**src/sv/assert_macros.svh**
```systemverilog
// assertion macros shared by the chunker modules
`ifndef ASSERT_MACROS_SVH
`define ASSERT_MACROS_SVH

// condition must never hold outside reset
`define ASSERT_NEVER(label, clk, rst_n, cond, msg) \
    label: assert property (@(posedge clk) disable iff (!rst_n) !(cond)) else $error(msg);

// antecedent in one cycle implies consequent in the next
`define ASSERT_NEXT(label, clk, rst_n, ante, cons, msg) \
    label: assert property (@(posedge clk) disable iff (!rst_n) (ante) |=> (cons)) \
        else $error(msg);

`endif

```
**src/sv/brc_pkg.sv**
```systemverilog
// shared constants and types of the range chunker
package brc_pkg;

    localparam int START_W   = 32;
    localparam int LEN_W     = 14;
    localparam int TAG_W     = 32;
    localparam int WORKER_W  = 7;
    localparam int CHUNK_CAP = 128;
    localparam int MAX_CHUNKS = 64;
    localparam int CNT_W     = $clog2(MAX_CHUNKS + 1);
    localparam int DIV_CNT_W = $clog2(LEN_W);
    localparam int Q_DEPTH   = 2;
    localparam int Q_AW      = $clog2(Q_DEPTH);

    localparam logic [WORKER_W-1:0] WORKER_RESET = WORKER_W'(1);

    typedef struct packed {
        logic [START_W-1:0] start;
        logic [TAG_W-1:0]   tag;
        logic [CNT_W-1:0]   count;
        logic [LEN_W-1:0]   base;
        logic [CNT_W-1:0]   extra;
    } desc_t;

    typedef struct packed {
        logic empty;
        logic full;
    } q_status_t;

endpackage

```
**src/sv/brc_front.sv**
```systemverilog
// front end: takes items, works out the chunk count and divides the length
`include "assert_macros.svh"

module brc_front (
    input  logic                          clk,
    input  logic                          rst_n,
    input  logic                          start,
    output logic                          busy,
    input  logic [brc_pkg::START_W-1:0]   range_start,
    input  logic [brc_pkg::LEN_W-1:0]     range_length,
    input  logic                          no_split,
    input  logic [brc_pkg::TAG_W-1:0]     item_tag,
    input  logic                          cfg_wr_en,
    input  logic [brc_pkg::WORKER_W-1:0]  cfg_wr_data,
    input  brc_pkg::q_status_t            q_status,
    output logic                          push,
    output brc_pkg::desc_t                push_desc
);

    localparam int EXT_W = brc_pkg::LEN_W + 1;

    typedef enum logic {
        F_IDLE,
        F_DIV
    } front_state_t;

    front_state_t                      state_reg;
    logic [brc_pkg::WORKER_W-1:0]      worker_reg;
    logic [brc_pkg::START_W-1:0]       start_reg;
    logic [brc_pkg::TAG_W-1:0]         tag_reg;
    logic [brc_pkg::CNT_W-1:0]         div_reg;
    logic [brc_pkg::LEN_W-1:0]         quo_reg;
    logic [brc_pkg::CNT_W-1:0]         rem_reg;
    logic [brc_pkg::DIV_CNT_W-1:0]     step_reg;

    logic                              accept;
    logic [EXT_W-1:0]                  len_ext;
    logic [EXT_W-1:0]                  by_cap;
    logic [EXT_W-1:0]                  workers;
    logic [EXT_W-1:0]                  n_max;
    logic [EXT_W-1:0]                  n_len;
    logic [EXT_W-1:0]                  n_lim;
    logic                              trivial;
    logic [brc_pkg::CNT_W:0]           rem_shift;
    logic                              q_bit;
    logic [brc_pkg::CNT_W-1:0]         rem_next;
    logic [brc_pkg::LEN_W-1:0]         quo_next;
    logic                              div_done;

    assign busy   = (state_reg != F_IDLE) || q_status.full;
    assign accept = start && !busy;

    // chunk count: max(workers, ceil(len / cap)), limited to len and the chunk limit
    always_comb
    begin
        len_ext = {1'b0, range_length} + EXT_W'(brc_pkg::CHUNK_CAP - 1);
        by_cap  = EXT_W'(len_ext / brc_pkg::CHUNK_CAP);
        workers = (worker_reg == '0) ? EXT_W'(1) : EXT_W'(worker_reg);
        n_max   = (workers > by_cap) ? workers : by_cap;
        n_len   = (n_max > {1'b0, range_length}) ? {1'b0, range_length} : n_max;
        n_lim   = (n_len > EXT_W'(brc_pkg::MAX_CHUNKS)) ? EXT_W'(brc_pkg::MAX_CHUNKS) : n_len;
        trivial = no_split || (range_length <= brc_pkg::LEN_W'(1)) || (n_lim <= EXT_W'(1));
    end

    // one restoring divide step per cycle
    always_comb
    begin
        rem_shift = {rem_reg, quo_reg[brc_pkg::LEN_W-1]};
        q_bit     = (rem_shift >= {1'b0, div_reg});
        rem_next  = q_bit ? brc_pkg::CNT_W'(rem_shift - {1'b0, div_reg})
                          : brc_pkg::CNT_W'(rem_shift);
        quo_next  = {quo_reg[brc_pkg::LEN_W-2:0], q_bit};
        div_done  = (state_reg == F_DIV) && (step_reg == brc_pkg::DIV_CNT_W'(brc_pkg::LEN_W - 1));
    end

    always_comb
    begin
        push      = 1'b0;
        push_desc = '0;
        if (accept && trivial)
        begin
            push            = 1'b1;
            push_desc.start = range_start;
            push_desc.tag   = item_tag;
            push_desc.count = brc_pkg::CNT_W'(1);
            push_desc.base  = range_length;
            push_desc.extra = '0;
        end
        else if (div_done)
        begin
            push            = 1'b1;
            push_desc.start = start_reg;
            push_desc.tag   = tag_reg;
            push_desc.count = div_reg;
            push_desc.base  = quo_next;
            push_desc.extra = rem_next;
        end
    end

    always_ff @(posedge clk or negedge rst_n)
    begin
        if (!rst_n)
        begin
            state_reg  <= F_IDLE;
            worker_reg <= brc_pkg::WORKER_RESET;
            step_reg   <= '0;
        end
        else
        begin
            if (cfg_wr_en)
            begin
                worker_reg <= cfg_wr_data;
            end
            unique case (state_reg)
                F_IDLE:
                begin
                    if (accept && !trivial)
                    begin
                        state_reg <= F_DIV;
                        step_reg  <= '0;
                        start_reg <= range_start;
                        tag_reg   <= item_tag;
                        div_reg   <= brc_pkg::CNT_W'(n_lim);
                        quo_reg   <= range_length;
                        rem_reg   <= '0;
                    end
                end
                F_DIV:
                begin
                    quo_reg  <= quo_next;
                    rem_reg  <= rem_next;
                    step_reg <= step_reg + 1'b1;
                    if (div_done)
                    begin
                        state_reg <= F_IDLE;
                    end
                end
                default:
                begin
                    state_reg <= F_IDLE;
                end
            endcase
        end
    end

    `ASSERT_NEVER(a_push_when_full, clk, rst_n, push && q_status.full, "push into full queue")

endmodule

```
**src/sv/brc_queue.sv**
```systemverilog
// small descriptor queue between front and back
`include "assert_macros.svh"

module brc_queue (
    input  logic                clk,
    input  logic                rst_n,
    input  logic                push,
    input  brc_pkg::desc_t      push_desc,
    input  logic                pop,
    output brc_pkg::desc_t      head,
    output brc_pkg::q_status_t  status
);

    brc_pkg::desc_t                entry_reg [brc_pkg::Q_DEPTH];
    logic [brc_pkg::Q_AW-1:0]      wr_ptr_reg;
    logic [brc_pkg::Q_AW-1:0]      rd_ptr_reg;
    logic [brc_pkg::Q_AW:0]        fill_reg;

    assign head         = entry_reg[rd_ptr_reg];
    assign status.empty = (fill_reg == '0);
    assign status.full  = (fill_reg == (brc_pkg::Q_AW + 1)'(brc_pkg::Q_DEPTH));

    always_ff @(posedge clk)
    begin
        if (push)
        begin
            entry_reg[wr_ptr_reg] <= push_desc;
        end
    end

    always_ff @(posedge clk or negedge rst_n)
    begin
        if (!rst_n)
        begin
            wr_ptr_reg <= '0;
            rd_ptr_reg <= '0;
            fill_reg   <= '0;
        end
        else
        begin
            if (push)
            begin
                wr_ptr_reg <= wr_ptr_reg + 1'b1;
            end
            if (pop)
            begin
                rd_ptr_reg <= rd_ptr_reg + 1'b1;
            end
            if (push && !pop)
            begin
                fill_reg <= fill_reg + 1'b1;
            end
            else if (pop && !push)
            begin
                fill_reg <= fill_reg - 1'b1;
            end
        end
    end

    `ASSERT_NEVER(a_pop_when_empty, clk, rst_n, pop && status.empty, "pop from empty queue")

endmodule

```
**src/sv/brc_back.sv**
```systemverilog
// back end: walks one descriptor and emits a chunk beat per cycle
`include "assert_macros.svh"

module brc_back (
    input  logic                          clk,
    input  logic                          rst_n,
    input  brc_pkg::desc_t                head,
    input  brc_pkg::q_status_t            q_status,
    output logic                          pop,
    output logic                          strobe,
    output logic [brc_pkg::START_W-1:0]   chunk_start,
    output logic [brc_pkg::LEN_W-1:0]     chunk_length,
    output logic [brc_pkg::TAG_W-1:0]     chunk_tag,
    output logic                          last_chunk
);

    typedef enum logic {
        B_IDLE,
        B_EMIT
    } back_state_t;

    back_state_t                   state_reg;
    logic [brc_pkg::START_W-1:0]   pos_reg;
    logic [brc_pkg::TAG_W-1:0]     tag_reg;
    logic [brc_pkg::CNT_W-1:0]     count_reg;
    logic [brc_pkg::LEN_W-1:0]     base_reg;
    logic [brc_pkg::CNT_W-1:0]     extra_reg;
    logic [brc_pkg::CNT_W-1:0]     idx_reg;
    logic                          strobe_reg;
    logic [brc_pkg::START_W-1:0]   chunk_start_reg;
    logic [brc_pkg::LEN_W-1:0]     chunk_length_reg;
    logic [brc_pkg::TAG_W-1:0]     chunk_tag_reg;
    logic                          last_reg;

    logic [brc_pkg::LEN_W-1:0]     clen;
    logic                          is_last;

    assign pop     = (state_reg == B_IDLE) && !q_status.empty;
    assign clen    = base_reg + brc_pkg::LEN_W'(idx_reg < extra_reg);
    assign is_last = (idx_reg == brc_pkg::CNT_W'(count_reg - 1'b1));

    assign strobe       = strobe_reg;
    assign chunk_start  = chunk_start_reg;
    assign chunk_length = chunk_length_reg;
    assign chunk_tag    = chunk_tag_reg;
    assign last_chunk   = last_reg;

    always_ff @(posedge clk or negedge rst_n)
    begin
        if (!rst_n)
        begin
            state_reg  <= B_IDLE;
            strobe_reg <= 1'b0;
        end
        else
        begin
            strobe_reg <= 1'b0;
            unique case (state_reg)
                B_IDLE:
                begin
                    if (pop)
                    begin
                        state_reg <= B_EMIT;
                        pos_reg   <= head.start;
                        tag_reg   <= head.tag;
                        count_reg <= head.count;
                        base_reg  <= head.base;
                        extra_reg <= head.extra;
                        idx_reg   <= '0;
                    end
                end
                B_EMIT:
                begin
                    strobe_reg       <= 1'b1;
                    chunk_start_reg  <= pos_reg;
                    chunk_length_reg <= clen;
                    chunk_tag_reg    <= tag_reg;
                    last_reg         <= is_last;
                    pos_reg          <= pos_reg + brc_pkg::START_W'(clen);
                    idx_reg          <= idx_reg + 1'b1;
                    if (is_last)
                    begin
                        state_reg <= B_IDLE;
                    end
                end
                default:
                begin
                    state_reg <= B_IDLE;
                end
            endcase
        end
    end

    `ASSERT_NEXT(a_chunks_back_to_back, clk, rst_n, strobe && !last_chunk, strobe, "gap in chunk run")

endmodule

```
**src/sv/balanced_range_chunker.sv**
```systemverilog
// balanced range chunker: splits a frame range into balanced chunks
// path: item -> divider (split items only) -> queue -> emitter -> output registers
// throughput: one chunk beat per cycle while emitting; a split item holds the divider
// the emitter pops in idle, then emits each chunk; a 2-entry queue overlaps them
// the receiver cannot stall; busy is high while dividing or while the queue is full
// async active-low reset clears control state and sets the worker register to 1
module balanced_range_chunker (
    input  logic                          clk,
    input  logic                          rst_n,
    input  logic                          start,
    output logic                          busy,
    input  logic [brc_pkg::START_W-1:0]   range_start,
    input  logic [brc_pkg::LEN_W-1:0]     range_length,
    input  logic                          no_split,
    input  logic [brc_pkg::TAG_W-1:0]     item_tag,
    input  logic                          cfg_wr_en,
    input  logic [brc_pkg::WORKER_W-1:0]  cfg_wr_data,
    output logic                          strobe,
    output logic [brc_pkg::START_W-1:0]   chunk_start,
    output logic [brc_pkg::LEN_W-1:0]     chunk_length,
    output logic [brc_pkg::TAG_W-1:0]     chunk_tag,
    output logic                          last_chunk
);

    logic                  push;
    logic                  pop;
    brc_pkg::desc_t        push_desc;
    brc_pkg::desc_t        head;
    brc_pkg::q_status_t    q_status;

    brc_front u_front (
        .clk          (clk),
        .rst_n        (rst_n),
        .start        (start),
        .busy         (busy),
        .range_start  (range_start),
        .range_length (range_length),
        .no_split     (no_split),
        .item_tag     (item_tag),
        .cfg_wr_en    (cfg_wr_en),
        .cfg_wr_data  (cfg_wr_data),
        .q_status     (q_status),
        .push         (push),
        .push_desc    (push_desc)
    );

    brc_queue u_queue (
        .clk       (clk),
        .rst_n     (rst_n),
        .push      (push),
        .push_desc (push_desc),
        .pop       (pop),
        .head      (head),
        .status    (q_status)
    );

    brc_back u_back (
        .clk          (clk),
        .rst_n        (rst_n),
        .head         (head),
        .q_status     (q_status),
        .pop          (pop),
        .strobe       (strobe),
        .chunk_start  (chunk_start),
        .chunk_length (chunk_length),
        .chunk_tag    (chunk_tag),
        .last_chunk   (last_chunk)
    );

endmodule

```
**config.mk**
```make
export PLATFORM = sky130hd
export DESIGN_NAME = balanced_range_chunker
export DESIGN_NICKNAME = d
export VERILOG_FILES = /design/src/sv/brc_pkg.sv /design/src/sv/brc_front.sv /design/src/sv/brc_queue.sv /design/src/sv/brc_back.sv /design/src/sv/balanced_range_chunker.sv
export VERILOG_INCLUDE_DIRS = /design/src /design/src/sv
export SDC_FILE = /design/constraint.sdc
export NUM_CORES = 1
export LEC_CHECK = 0
export BUFFER_PORTS_ARGS = -buffer_cell sky130_fd_sc_hd__buf_2
export CAP_MARGIN = 20
export CELL_PAD_IN_SITES_DETAIL_PLACEMENT = 1
export CELL_PAD_IN_SITES_GLOBAL_PLACEMENT = 2
export CORE_UTILIZATION = 44
export CTS_CLUSTER_DIAMETER = 50
export CTS_CLUSTER_SIZE = 16
export DETAILED_ROUTE_END_ITERATION = 7
export PLACE_DENSITY_LB_ADDON = 0.1
export SYNTH_ARGS = -nofsm -noshare
export SYNTH_HDL_FRONTEND = slang
export SYNTH_SLANG_ARGS = --single-unit
export TNS_END_PERCENT = 30
```
**constraint.sdc**
```tcl
create_clock -name clk -period 11.5 [get_ports clk]
set_clock_uncertainty 0.2 [all_clocks]
set_input_delay 1.15 -clock clk [delete_from_list [all_inputs] [get_ports clk]]
set_output_delay 1.15 -clock clk [all_outputs]
set_load 0.02 [all_outputs]
```
==> results of run 1 <==
==> synthesized netlist by cell type (5+ instances only) <==
master | instances | area (um2)
mux2_2 | 74 | 833
o31ai_1 | 6 | 45.0
nor2b_1 | 26 | 163
o21ai_0 | 29 | 145
dfrtp_1 | 17 | 425
buf_1 | 7 | 26.3
a211oi_1 | 27 | 203
xor2_1 | 24 | 210
xnor2_1 | 46 | 403
a21o_1 | 16 | 120
nor3_1 | 7 | 35.0
and2_1 | 8 | 50.1
nand2_1 | 42 | 158
clkbuf_1 | 38 | 143
buf_4 | 6 | 45.0
o311ai_0 | 7 | 61.3
nand4_1 | 10 | 62.6
edfxtp_1 | 454 | 13600
a21oi_1 | 63 | 315
ha_1 | 49 | 613
inv_1 | 46 | 173
a22o_1 | 79 | 692
mux2i_1 | 18 | 180
and3_1 | 11 | 68.8
nand3_1 | 19 | 95.1
nand2b_1 | 5 | 31.3
nor2_1 | 69 | 259
o21bai_1 | 5 | 37.5
==> power by group <==
part	leakage (uW)	switching, uW	internal, uW
logic	0.00310	543	397
registers	0.00445	143	2180
clock network	0.000743	698	821
total	0.00829	1380	3400
==> routing by layer <==
layer  share of wire, %  up-vias
met2                 49      179
met5                  0        -
met4                2.4        0
met3                3.6       68
li1                   -     5194
met1                 45     5535
==> layout make-up <==
type | instances | area, um2 | share of cell area, %
tap | 592 | 741 | 3.25
inverter | 47 | 176 | 0.774
multi-input combinational | 683 | 5220 | 22.9
clock buffer | 53 | 1230 | 5.40
sequential | 472 | 14100 | 61.8
clock inverter | 33 | 312 | 1.37
timing repair buffer | 185 | 1020 | 4.49
==> logic make-up after synthesis <==
| family | share of synthesized area (%) |
|---|---|
| flip-flops | 71.4 |
| AO/OA/AOI/OAI | 9.23 |
| AND/OR/NAND/NOR | 5.42 |
| buffers and inverters | 2.29 |
| multiplexers | 5.22 |
| XOR/XNOR | 3.11 |
| adder cells (fa/ha/maj) | 3.31 |
==> metrics by stage <==
step	instances	hold slack (ns)	setup slack [ns]	util (%)
2_1_floorplan	1258	0.152	1.46	-
3_3_place_gp	1976	0.203	3.71	47.9
3_5_place_dp	1976	0.205	3.55	47.9
4_1_cts	2062	0.211	4.18	51.4
5_1_grt	2065	0.217	3.63	51.5
6_report	2065	0.212	4.21	51.5
==> path summary, 6_finish.rpt <==
kind	start	endpoint	slack (ns)	depth (start not counted)
setup / recovery	range_length[5]	u_queue.entry_reg[0][57]$_DFFE_PP_	4.21	22
hold / removal	u_back.tag_reg[4]$_DFFE_PP_	u_back.chunk_tag[4]$_DFFE_PP_	0.21	0
setup reg to reg	u_front.worker_reg[4]$_DFFE_PN0P_	u_queue.entry_reg[0][57]$_DFFE_PP_	5.43	19
hold reg to reg	u_back.tag_reg[4]$_DFFE_PP_	u_back.chunk_tag[4]$_DFFE_PP_	0.21	0
max in group asynchronous	rst_n	u_queue.rd_ptr_reg$_DFFE_PN0P_	10.34	1
min in group asynchronous	rst_n	u_front.worker_reg[2]$_DFFE_PN0P_	0.35	1
==> results.sh, run 1 <==
export IMPL_status="completed"
export IMPL_use_met3_pct=3.59
export IMPL_synth_fp_nets=1399
export IMPL_maxSlewViolCount=0
export IMPL_fp_dieW_um=214
export IMPL_start_util_pct=44.6
export IMPL_vias_per_cell=5.32
export IMPL_period_share_pct=63.4
export IMPL_grt_pass1_wl_um=66500
export IMPL_track_usage_pct=19.4
export IMPL_final_cell_mix="edfxtp_1, buf_2, a22o_1"
export IMPL_yosysWarnings=0
export IMPL_gp_congestion=0.822
export IMPL_period_needed_ns=7.29
export IMPL_crit_family="compound AO/OA/AOI/OAI gates"
export IMPL_clkSinkCount=472
export IMPL_dieArea_mm2=0.0457
export IMPL_relSlewSlack_pct=27.6
export IMPL_netlist_instances=1258
export IMPL_core_mm2=0.0442
export IMPL_n_antenna_cell=0
export IMPL_ys_flop_type="edfxtp_1"
export IMPL_setup_tns_ns=0
export IMPL_post_route_cell_area_mm2=0.0228
export IMPL_vias=11000
export IMPL_post_cts_buffers=0
export IMPL_dpl_cell_area_mm2=0.0212
export IMPL_drc=0
export IMPL_timing_fmax_mhz=137
export IMPL_drt_pass1_iterations=4
export IMPL_io_pins=171
export IMPL_synth_edf_count=454
export IMPL_cts_made_buffers=47
export IMPL_yosysSeqAreaShare_pct=71.4
export IMPL_hold_viol=0
export IMPL_cp_end_kind="flop"
export IMPL_synth_seq_cells=472
export IMPL_grt_ovfl_total=0
export IMPL_finalSetupViolations=0
export IMPL_cts_resized=0
export IMPL_area_growth_pct=15.6
export IMPL_clkTransAtPathRegs_ns=0.07
export IMPL_pwr_density_cell_mw_per_mm2=210
export IMPL_final_layout_size_suffix_gt1_share_pct=24.1
export IMPL_synth_area_mm2=0.0197
export IMPL_clockBufferDepth=3
export IMPL_hpwlAfterDp_um=28600
export IMPL_met2_usage_pct=32.6
export IMPL_cts_hold_buf=0
export IMPL_drt_initial_drc_count=567
export IMPL_crit_required_ns=11.52
export IMPL_wl_um=43400
export IMPL_antenna_left=0
export IMPL_hold_class="flop to flop"
export IMPL_max_stage_delay_ns=0.62
export IMPL_grt_pass1_vias=11700
export IMPL_worstSetupStartpointType="input port"
export IMPL_path_max_fanout=42
export IMPL_synthArstFlopShare_pct=3.81
export IMPL_root_buffer="clkbuf_16"
export IMPL_final_common_cell="edfxtp_1"
export IMPL_critPathKind="input port to flop"
export IMPL_nFillCells=4278
export IMPL_power_uw=4790
export IMPL_drt_wirelength_per_cell_um=21.0
export IMPL_worstPathArrival_ns=7.31
export IMPL_use_met1_pct=25.5
export IMPL_worst_pin_slew_ns=1.09
export IMPL_critical_path_cell_chain="buf_2, nor3_2, a211oi_1, xnor2_1, inv_1, ha_1, and4_1, a21boi_0, o31a_1, nand2_1, nor2_1, a21oi_1, ha_1, nor2b_1, o21ai_0, a21oi_1, o31ai_1, a41o_1, a21oi_1, nor2_4, buf_4, buf_4"
export IMPL_htreeDepth=2
export IMPL_io_buffers=170
export IMPL_largest_reg_flops=184
export IMPL_grt_max_degree=80
export IMPL_synth_avg_cell_area_um2=15.7
export IMPL_busiest_layer="met2"
export IMPL_die_h_um=214
export IMPL_grt_antenna_before_repair=0
export IMPL_power_leakage_uw=0.00829
export IMPL_rows=77
export IMPL_cts_tree="yes"
export IMPL_peakVddDrop_v=0.000126
export IMPL_fin_nets=1577
export IMPL_cap_violations=0
export IMPL_crit_top_cell="a21oi_1"
export IMPL_cp_buffers_inverters=4
export IMPL_rsz0062_at_grt="no"
export IMPL_clock_latency_ns=0.59
export IMPL_slowest_stage="buf_4"
export IMPL_synth_cell_types=63
Power figures use the tool's default switching activity.
==> run 2: changes to the inputs <==
==> constraint.sdc (replaced) <==
create_clock -name clk -period 7.2 [get_ports clk]
set_clock_uncertainty 0.2 [all_clocks]
set_input_delay 0.72 -clock clk [delete_from_list [all_inputs] [get_ports clk]]
set_output_delay 0.72 -clock clk [all_outputs]
set_load 0.02 [all_outputs]
==> run 2 against run 1 <==
Effect of this change: register-to-register slack worse by 4.0 ns; critical endpoint is now u_queue.entry_reg[1][51]$_DFFE_PP_; sequential power grew 60%; first-iteration DRC count decreased by 10%.
==> results.sh, run 2 (synthesis gave the netlist of run 1 again) <==
export IMPL_multi_input_area_mm2=0.00523
export IMPL_final_cell_mix="edfxtp_1, buf_2, a22o_1"
export IMPL_status="completed"
export IMPL_period_needed_ns=6.05
export IMPL_pwr_density_cell_mw_per_mm2=335
export IMPL_htreeDepth=2
export IMPL_hpwlAfterDp_um=28300
export IMPL_use_met1_pct=25.3
export IMPL_cp_end_kind="flop"
export IMPL_dieArea_mm2=0.0457
export IMPL_drc=0
export IMPL_power_leakage_uw=0.00832
export IMPL_track_usage_pct=18.9
export IMPL_maxSlewViolCount=0
export IMPL_grt_ovfl_total=0
export IMPL_antenna_left=0
export IMPL_grt_pass1_vias=11300
export IMPL_fp_dieW_um=214
export IMPL_fin_ws_ns=1.15
export IMPL_grt_max_degree=80
export IMPL_rr_worst_depth=22
export IMPL_final_common_cell="edfxtp_1"
export IMPL_worstPathArrival_ns=6.04
export IMPL_slowest_stage="buf_4"
export IMPL_vias=10900
export IMPL_root_buffer="clkbuf_16"
export IMPL_dp_cells=1981
export IMPL_hold_viol=0
export IMPL_finish_utilization_pct=51.6
export IMPL_setup_tns_ns=0
export IMPL_largest_reg_flops=184
export IMPL_critPathKind="input port to flop"
export IMPL_drt_initial_drc_count=509
export IMPL_worst_pin_slew_ns=1.08
export IMPL_worstSetupStartpointType="input port"
export IMPL_clkTransAtPathRegs_ns=0.07
export IMPL_post_route_cell_area_mm2=0.0228
export IMPL_peakVddDrop_v=0.000176
export IMPL_nFillCells=4264
export IMPL_final_layout_size_suffix_gt1_share_pct=24.1
export IMPL_cts_tree="yes"
export IMPL_io_buffers=170
export IMPL_rows=77
export IMPL_clkSinkCount=472
export IMPL_met2_usage_pct=31.7
export IMPL_wl_um=42500
export IMPL_finalSetupViolations=0
export IMPL_timing_fmax_mhz=165
export IMPL_cts_made_buffers=45
export IMPL_critical_path_cell_chain="buf_2, nor3_2, a21oi_1, nand2_1, xnor2_1, inv_1, ha_1, and4_1, a21boi_0, o31a_1, nand2_1, a21oi_1, ha_1, nor2b_1, o21ai_0, a21oi_1, o31ai_1, a41o_1, a21oi_1, nor2b_4, buf_4"
export IMPL_period_share_pct=84.0
export IMPL_fin_nets=1579
export IMPL_path_max_fanout=42
export IMPL_drt_wirelength_per_cell_um=20.6
export IMPL_busiest_layer="met2"
export IMPL_grt_antenna_before_repair=2
export IMPL_die_h_um=214
export IMPL_gp_congestion=0.866
export IMPL_min_path_cells=1
export IMPL_clock_latency_ns=0.57
export IMPL_relSlewSlack_pct=27.8
export IMPL_cts_resized=0
export IMPL_rsz0062_at_grt="no"
export IMPL_dpl_cell_area_mm2=0.0213
export IMPL_drt_pass1_iterations=4
export IMPL_area_growth_pct=15.7
export IMPL_clockBufferDepth=3
export IMPL_post_layout_nonfiller_instances=2065
export IMPL_use_met3_pct=3.53
export IMPL_register_area_mm2=0.0141
export IMPL_core_mm2=0.0442
export IMPL_crit_required_ns=7.20
export IMPL_vias_per_cell=5.30
export IMPL_io_pins=171
export IMPL_dp_slack_ns=0.640
export IMPL_max_stage_delay_ns=0.54
export IMPL_grt_pass1_wl_um=65200
export IMPL_start_util_pct=44.6
export IMPL_cap_violations=0
export IMPL_crit_top_cell="a21oi_1"
export IMPL_hold_class="input port to flop"
[run 2: cell types whose count changed in the layout (fill, tap and decap cells not counted), moves of 3 or more]
cell       before  now
clkinv_4        1    4
buf_16          3    0
bufinv_16       1    5
buf_12          0    5
clkinv_8        5    2
inv_6          12    7
[run 2: power by group]
group / internal [uW] / switching, uW
logic: 633 / 868
registers: 3490 / 231
clock network: 1380 / 1060
total: 5500 / 2160
[run 2: repair_timing]
item                                   CTS  global route
setup endpoints to repair                0             0
hold buffers                             1             0
endpoints found under the hold margin   17             0
buffers inserted                         0             0
[run 2: layout make-up]
| cell class | count | share of cell area, % |
|---|---|---|
| flip-flops and latches | 472 | 61.7 |
| multi-input cells | 683 | 22.9 |
| clock buffers | 49 | 5.09 |
| repair buffers | 189 | 4.64 |
| well taps | 592 | 3.25 |
| clock inverters | 31 | 1.60 |
| inverters | 47 | 0.773 |
| diodes | 2 | 0.0219 |
[run 2: final timing paths]
| check | startpoint | to | slack [ns] |
|---|---|---|---|
| hold / removal | range_start[21] | u_front.start_reg[21]$_DFFE_PP_ | 0.14 |
| max in group asynchronous | rst_n | u_queue.rd_ptr_reg$_DFFE_PN0P_ | 5.88 |
| hold reg to reg | u_back.tag_reg[26]$_DFFE_PP_ | u_back.chunk_tag[26]$_DFFE_PP_ | 0.22 |
| setup / recovery | range_length[5] | u_queue.entry_reg[1][51]$_DFFE_PP_ | 1.15 |
| setup reg to reg | u_back.idx_reg[1]$_SDFFCE_PN0P_ | u_back.pos_reg[30]$_DFFE_PP_ | 1.46 |
| min in group asynchronous | rst_n | u_front.step_reg[3]$_DFFE_PN0P_ | 0.48 |
[run 2: critical path: cells and delay by family]
family                   cells  cell delay, ns
XOR/XNOR                     1            0.15
AND/OR/NAND/NOR              6            1.46
buffers and inverters        3            0.73
AO/OA/AOI/OAI                9            2.39
adder cells (fa/ha/maj)      2            0.55
[run 2: per-layer routing]
| layer | share of wire (%) | routed length [um] |
|---|---|---|
| met1 | 45 | 19200 |
| met2 | 50 | 21200 |
| met3 | 3.3 | 1420 |
| met4 | 1.8 | 757 |
| met5 | 0 | 0 |
[run 2: stage by stage]
stage | power (uW) | hold WS [ns]
3_5_place_dp | 5290 | 0.206
6_report | 7660 | 0.138
4_1_cts | 7760 | 0.0948
5_1_grt | 8030 | 0.0960
3_3_place_gp | 5240 | 0.203
2_1_floorplan | 4830 | 0.152
==> run 3: changes to the inputs <==
==> constraint.sdc (replaced) <==
create_clock -name clk -period 6.25 [get_ports clk]
set_clock_uncertainty 0.2 [all_clocks]
set_input_delay 0.625 -clock clk [delete_from_list [all_inputs] [get_ports clk]]
set_output_delay 0.625 -clock clk [all_outputs]
set_load 0.02 [all_outputs]
==> run 3 against run 2 <==
Effect of this change: cell count grew 0.77%; combinational power grew 19%; core utilization grew 0.64 points; worst setup slack lost 0.66 ns; worst hold slack lost 0.10 ns; largest cell class unchanged; largest power group unchanged.
==> results.sh, run 3 (synthesis gave the netlist of run 1 again) <==
export IMPL_max_stage_delay_ns=0.50
export IMPL_clock_latency_ns=0.58
export IMPL_fin_ws_ns=0.491
export IMPL_r2r_slack_ns=0.49
export IMPL_area_growth_pct=17.2
export IMPL_grt_max_degree=79
export IMPL_crit_top_cell="a21o_1"
export IMPL_cp_startpoint="u_back.idx_reg[1]$_SDFFCE_PN0P_"
export IMPL_drc=0
export IMPL_peakVddDrop_v=0.000316
export IMPL_power_leakage_uw=0.00843
export IMPL_path_max_fanout=10
export IMPL_clkTransAtPathRegs_ns=0.07
export IMPL_root_buffer="clkbuf_16"
export IMPL_cts_tree="yes"
export IMPL_drt_wirelength_per_cell_um=20.9
export IMPL_finalSetupViolations=0
export IMPL_timing_fmax_mhz=174
export IMPL_period_share_pct=92.1
export IMPL_grt_antenna_before_repair=0
export IMPL_hold_viol=0
export IMPL_htreeDepth=2
export IMPL_cp_endpoint="u_back.pos_reg[29]$_DFFE_PP_"
export IMPL_register_area_mm2=0.0141
export IMPL_post_layout_nonfiller_instances=2081
export IMPL_worst_pin_slew_ns=1.06
export IMPL_fp_dieW_um=214
export IMPL_hpwlAfterDp_um=28200
export IMPL_dieArea_mm2=0.0457
export IMPL_rsz0062_at_grt="no"
export IMPL_cts_made_buffers=49
export IMPL_setup_tns_ns=0
export IMPL_status="completed"
export IMPL_grt_pass1_wl_um=67300
export IMPL_r2r_end="u_back.pos_reg[29]$_DFFE_PP_"
export IMPL_io_pins=171
export IMPL_pwr_density_cell_mw_per_mm2=392
export IMPL_dp_slack_ns=0.322
export IMPL_crit_family="compound AO/OA/AOI/OAI gates"
export IMPL_worstSetupPathDepth=22
export IMPL_multi_input_area_mm2=0.00525
export IMPL_final_layout_size_suffix_gt1_share_pct=24.6
export IMPL_die_h_um=214
export IMPL_vias=11100
export IMPL_dp_cells=1984
export IMPL_crit_required_ns=6.34
export IMPL_track_usage_pct=19.5
export IMPL_largest_reg_flops=184
export IMPL_slowest_stage="o311ai_0"
export IMPL_clockBufferDepth=3
export IMPL_final_cell_mix="edfxtp_1, buf_2, a22o_1"
export IMPL_antenna_left=0
export IMPL_worstPathArrival_ns=5.85
export IMPL_n_antenna_cell=0
export IMPL_drt_initial_drc_count=619
export IMPL_hold_class="input port to flop"
export IMPL_io_buffers=170
export IMPL_cap_violations=0
export IMPL_worstReg2RegStart="u_back.idx_reg[1]$_SDFFCE_PN0P_"
export IMPL_gp_congestion=0.842
export IMPL_vias_per_cell=5.33
export IMPL_rr_worst_depth=22
export IMPL_cts_resized=0
export IMPL_maxSlewViolCount=0
export IMPL_rows=77
export IMPL_fin_nets=1592
export IMPL_period_needed_ns=5.76
export IMPL_grt_ovfl_total=0
export IMPL_drt_pass1_iterations=4
export IMPL_critPathKind="flop to flop"
export IMPL_cp_end_kind="flop"
export IMPL_wl_um=43600
export IMPL_grt_pass1_vias=11700
export IMPL_worstSetupStartpointType="flop"
export IMPL_cp_buffers_inverters=0
export IMPL_core_mm2=0.0442
export IMPL_clkSinkCount=472
export IMPL_start_util_pct=44.6
export IMPL_relSlewSlack_pct=29.2
export IMPL_critical_path_cell_chain="ha_1, a21o_1, a21o_1, a21oi_1, nor2b_1, o21ai_0, nand2b_1, a21oi_1, ha_1, ha_1, nand3_1, nor2_1, xor2_1, ha_1, a21o_1, a21o_1, a21o_1, a21o_1, a22o_1, o311ai_0, xor2_1, a21oi_1"
export IMPL_final_common_cell="edfxtp_1"
export IMPL_nFillCells=4268
run 3: changes by cell type in the layout (fill, tap and decap cells not counted), sizes merged:
| cell | before | now |
|---|---|---|
| buf | 188 | 191 |
| clkbuf | 49 | 52 |
| clkinv | 14 | 18 |
| diode | 2 | 0 |
| dlygate4sd3 | 1 | 7 |
| inv | 57 | 59 |
run 3: worst min-delay path by stage:
stage | depth (start not counted) | endpoint | start | slack [ns]
2_1_floorplan | 0 | u_back.state_reg$_DFF_PN0_ | rst_n | 0.13
3_3_place_gp | 0 | u_back.chunk_tag[1]$_DFFE_PP_ | u_back.tag_reg[1]$_DFFE_PP_ | 0.20
3_5_place_dp | 0 | u_back.chunk_tag[30]$_DFFE_PP_ | u_back.tag_reg[30]$_DFFE_PP_ | 0.21
4_1_cts | 1 | u_front.tag_reg[23]$_DFFE_PP_ | item_tag[23] | 0.0006
5_1_grt | 1 | u_front.tag_reg[23]$_DFFE_PP_ | item_tag[23] | 0.01
6_report | 1 | u_front.tag_reg[3]$_DFFE_PP_ | item_tag[3] | 0.04
run 3: final cells by class:
class	count	share of cell area, %
sequential	472	61.0
multi-input combinational	683	22.7
clock buffer	52	5.35
timing repair buffer	198	5.13
tap	592	3.21
clock inverter	37	1.84
inverter	47	0.763
run 3: what timing repair did:
| item | in CTS | in global routing |
|---|---|---|
| hold buffers | 7 | 0 |
| endpoints found under the hold margin | 23 | 0 |
| buffers inserted | 0 | 0 |
run 3: worst register-to-register path: stages (launching register included):
cell and delay [ns]:
edfxtp_1 0.46, ha_1 0.33, a21o_1 0.16, a21o_1 0.19
a21oi_1 0.17, nor2b_1 0.06, o21ai_0 0.14, nand2b_1 0.07
a21oi_1 0.21, ha_1 0.23, ha_1 0.22, nand3_1 0.21
nor2_1 0.18, xor2_1 0.33, ha_1 0.36, a21o_1 0.23
a21o_1 0.20, a21o_1 0.18, a21o_1 0.21, a22o_1 0.32
o311ai_0 0.50, xor2_1 0.21, a21oi_1 0.09
run 3: metrics by stage:
stage | hold WS, ns | util (%) | total power (uW) | area (um2)
final | 0.0361 | 52.3 | 9060 | 23100
after global routing | 0.0119 | 52.3 | 9490 | 23100
after CTS | 0.000647 | 52.2 | 9160 | 23100
after detailed placement | 0.206 | 48.3 | 6120 | 21300
after global placement | 0.202 | 48.3 | 6070 | 21300
after floorplan | 0.129 | - | 5560 | 19800
run 3: power breakdown:
part	switching [uW]	internal (uW)	leakage (uW)
clock	1310	1690	0.000810
combinational	1020	761	0.00317
sequential	257	4020	0.00445
run 3: metal layers:
layer	wire length, um	share of wire, %	up-vias	global-route usage (%)
li1	-	-	5222	-
met3	1440	3.3	60	3.49
met2	21500	49	147	32.8
met1	19900	46	5653	26.2
met4	692	1.6	0	4.43
met5	0	0	-	0
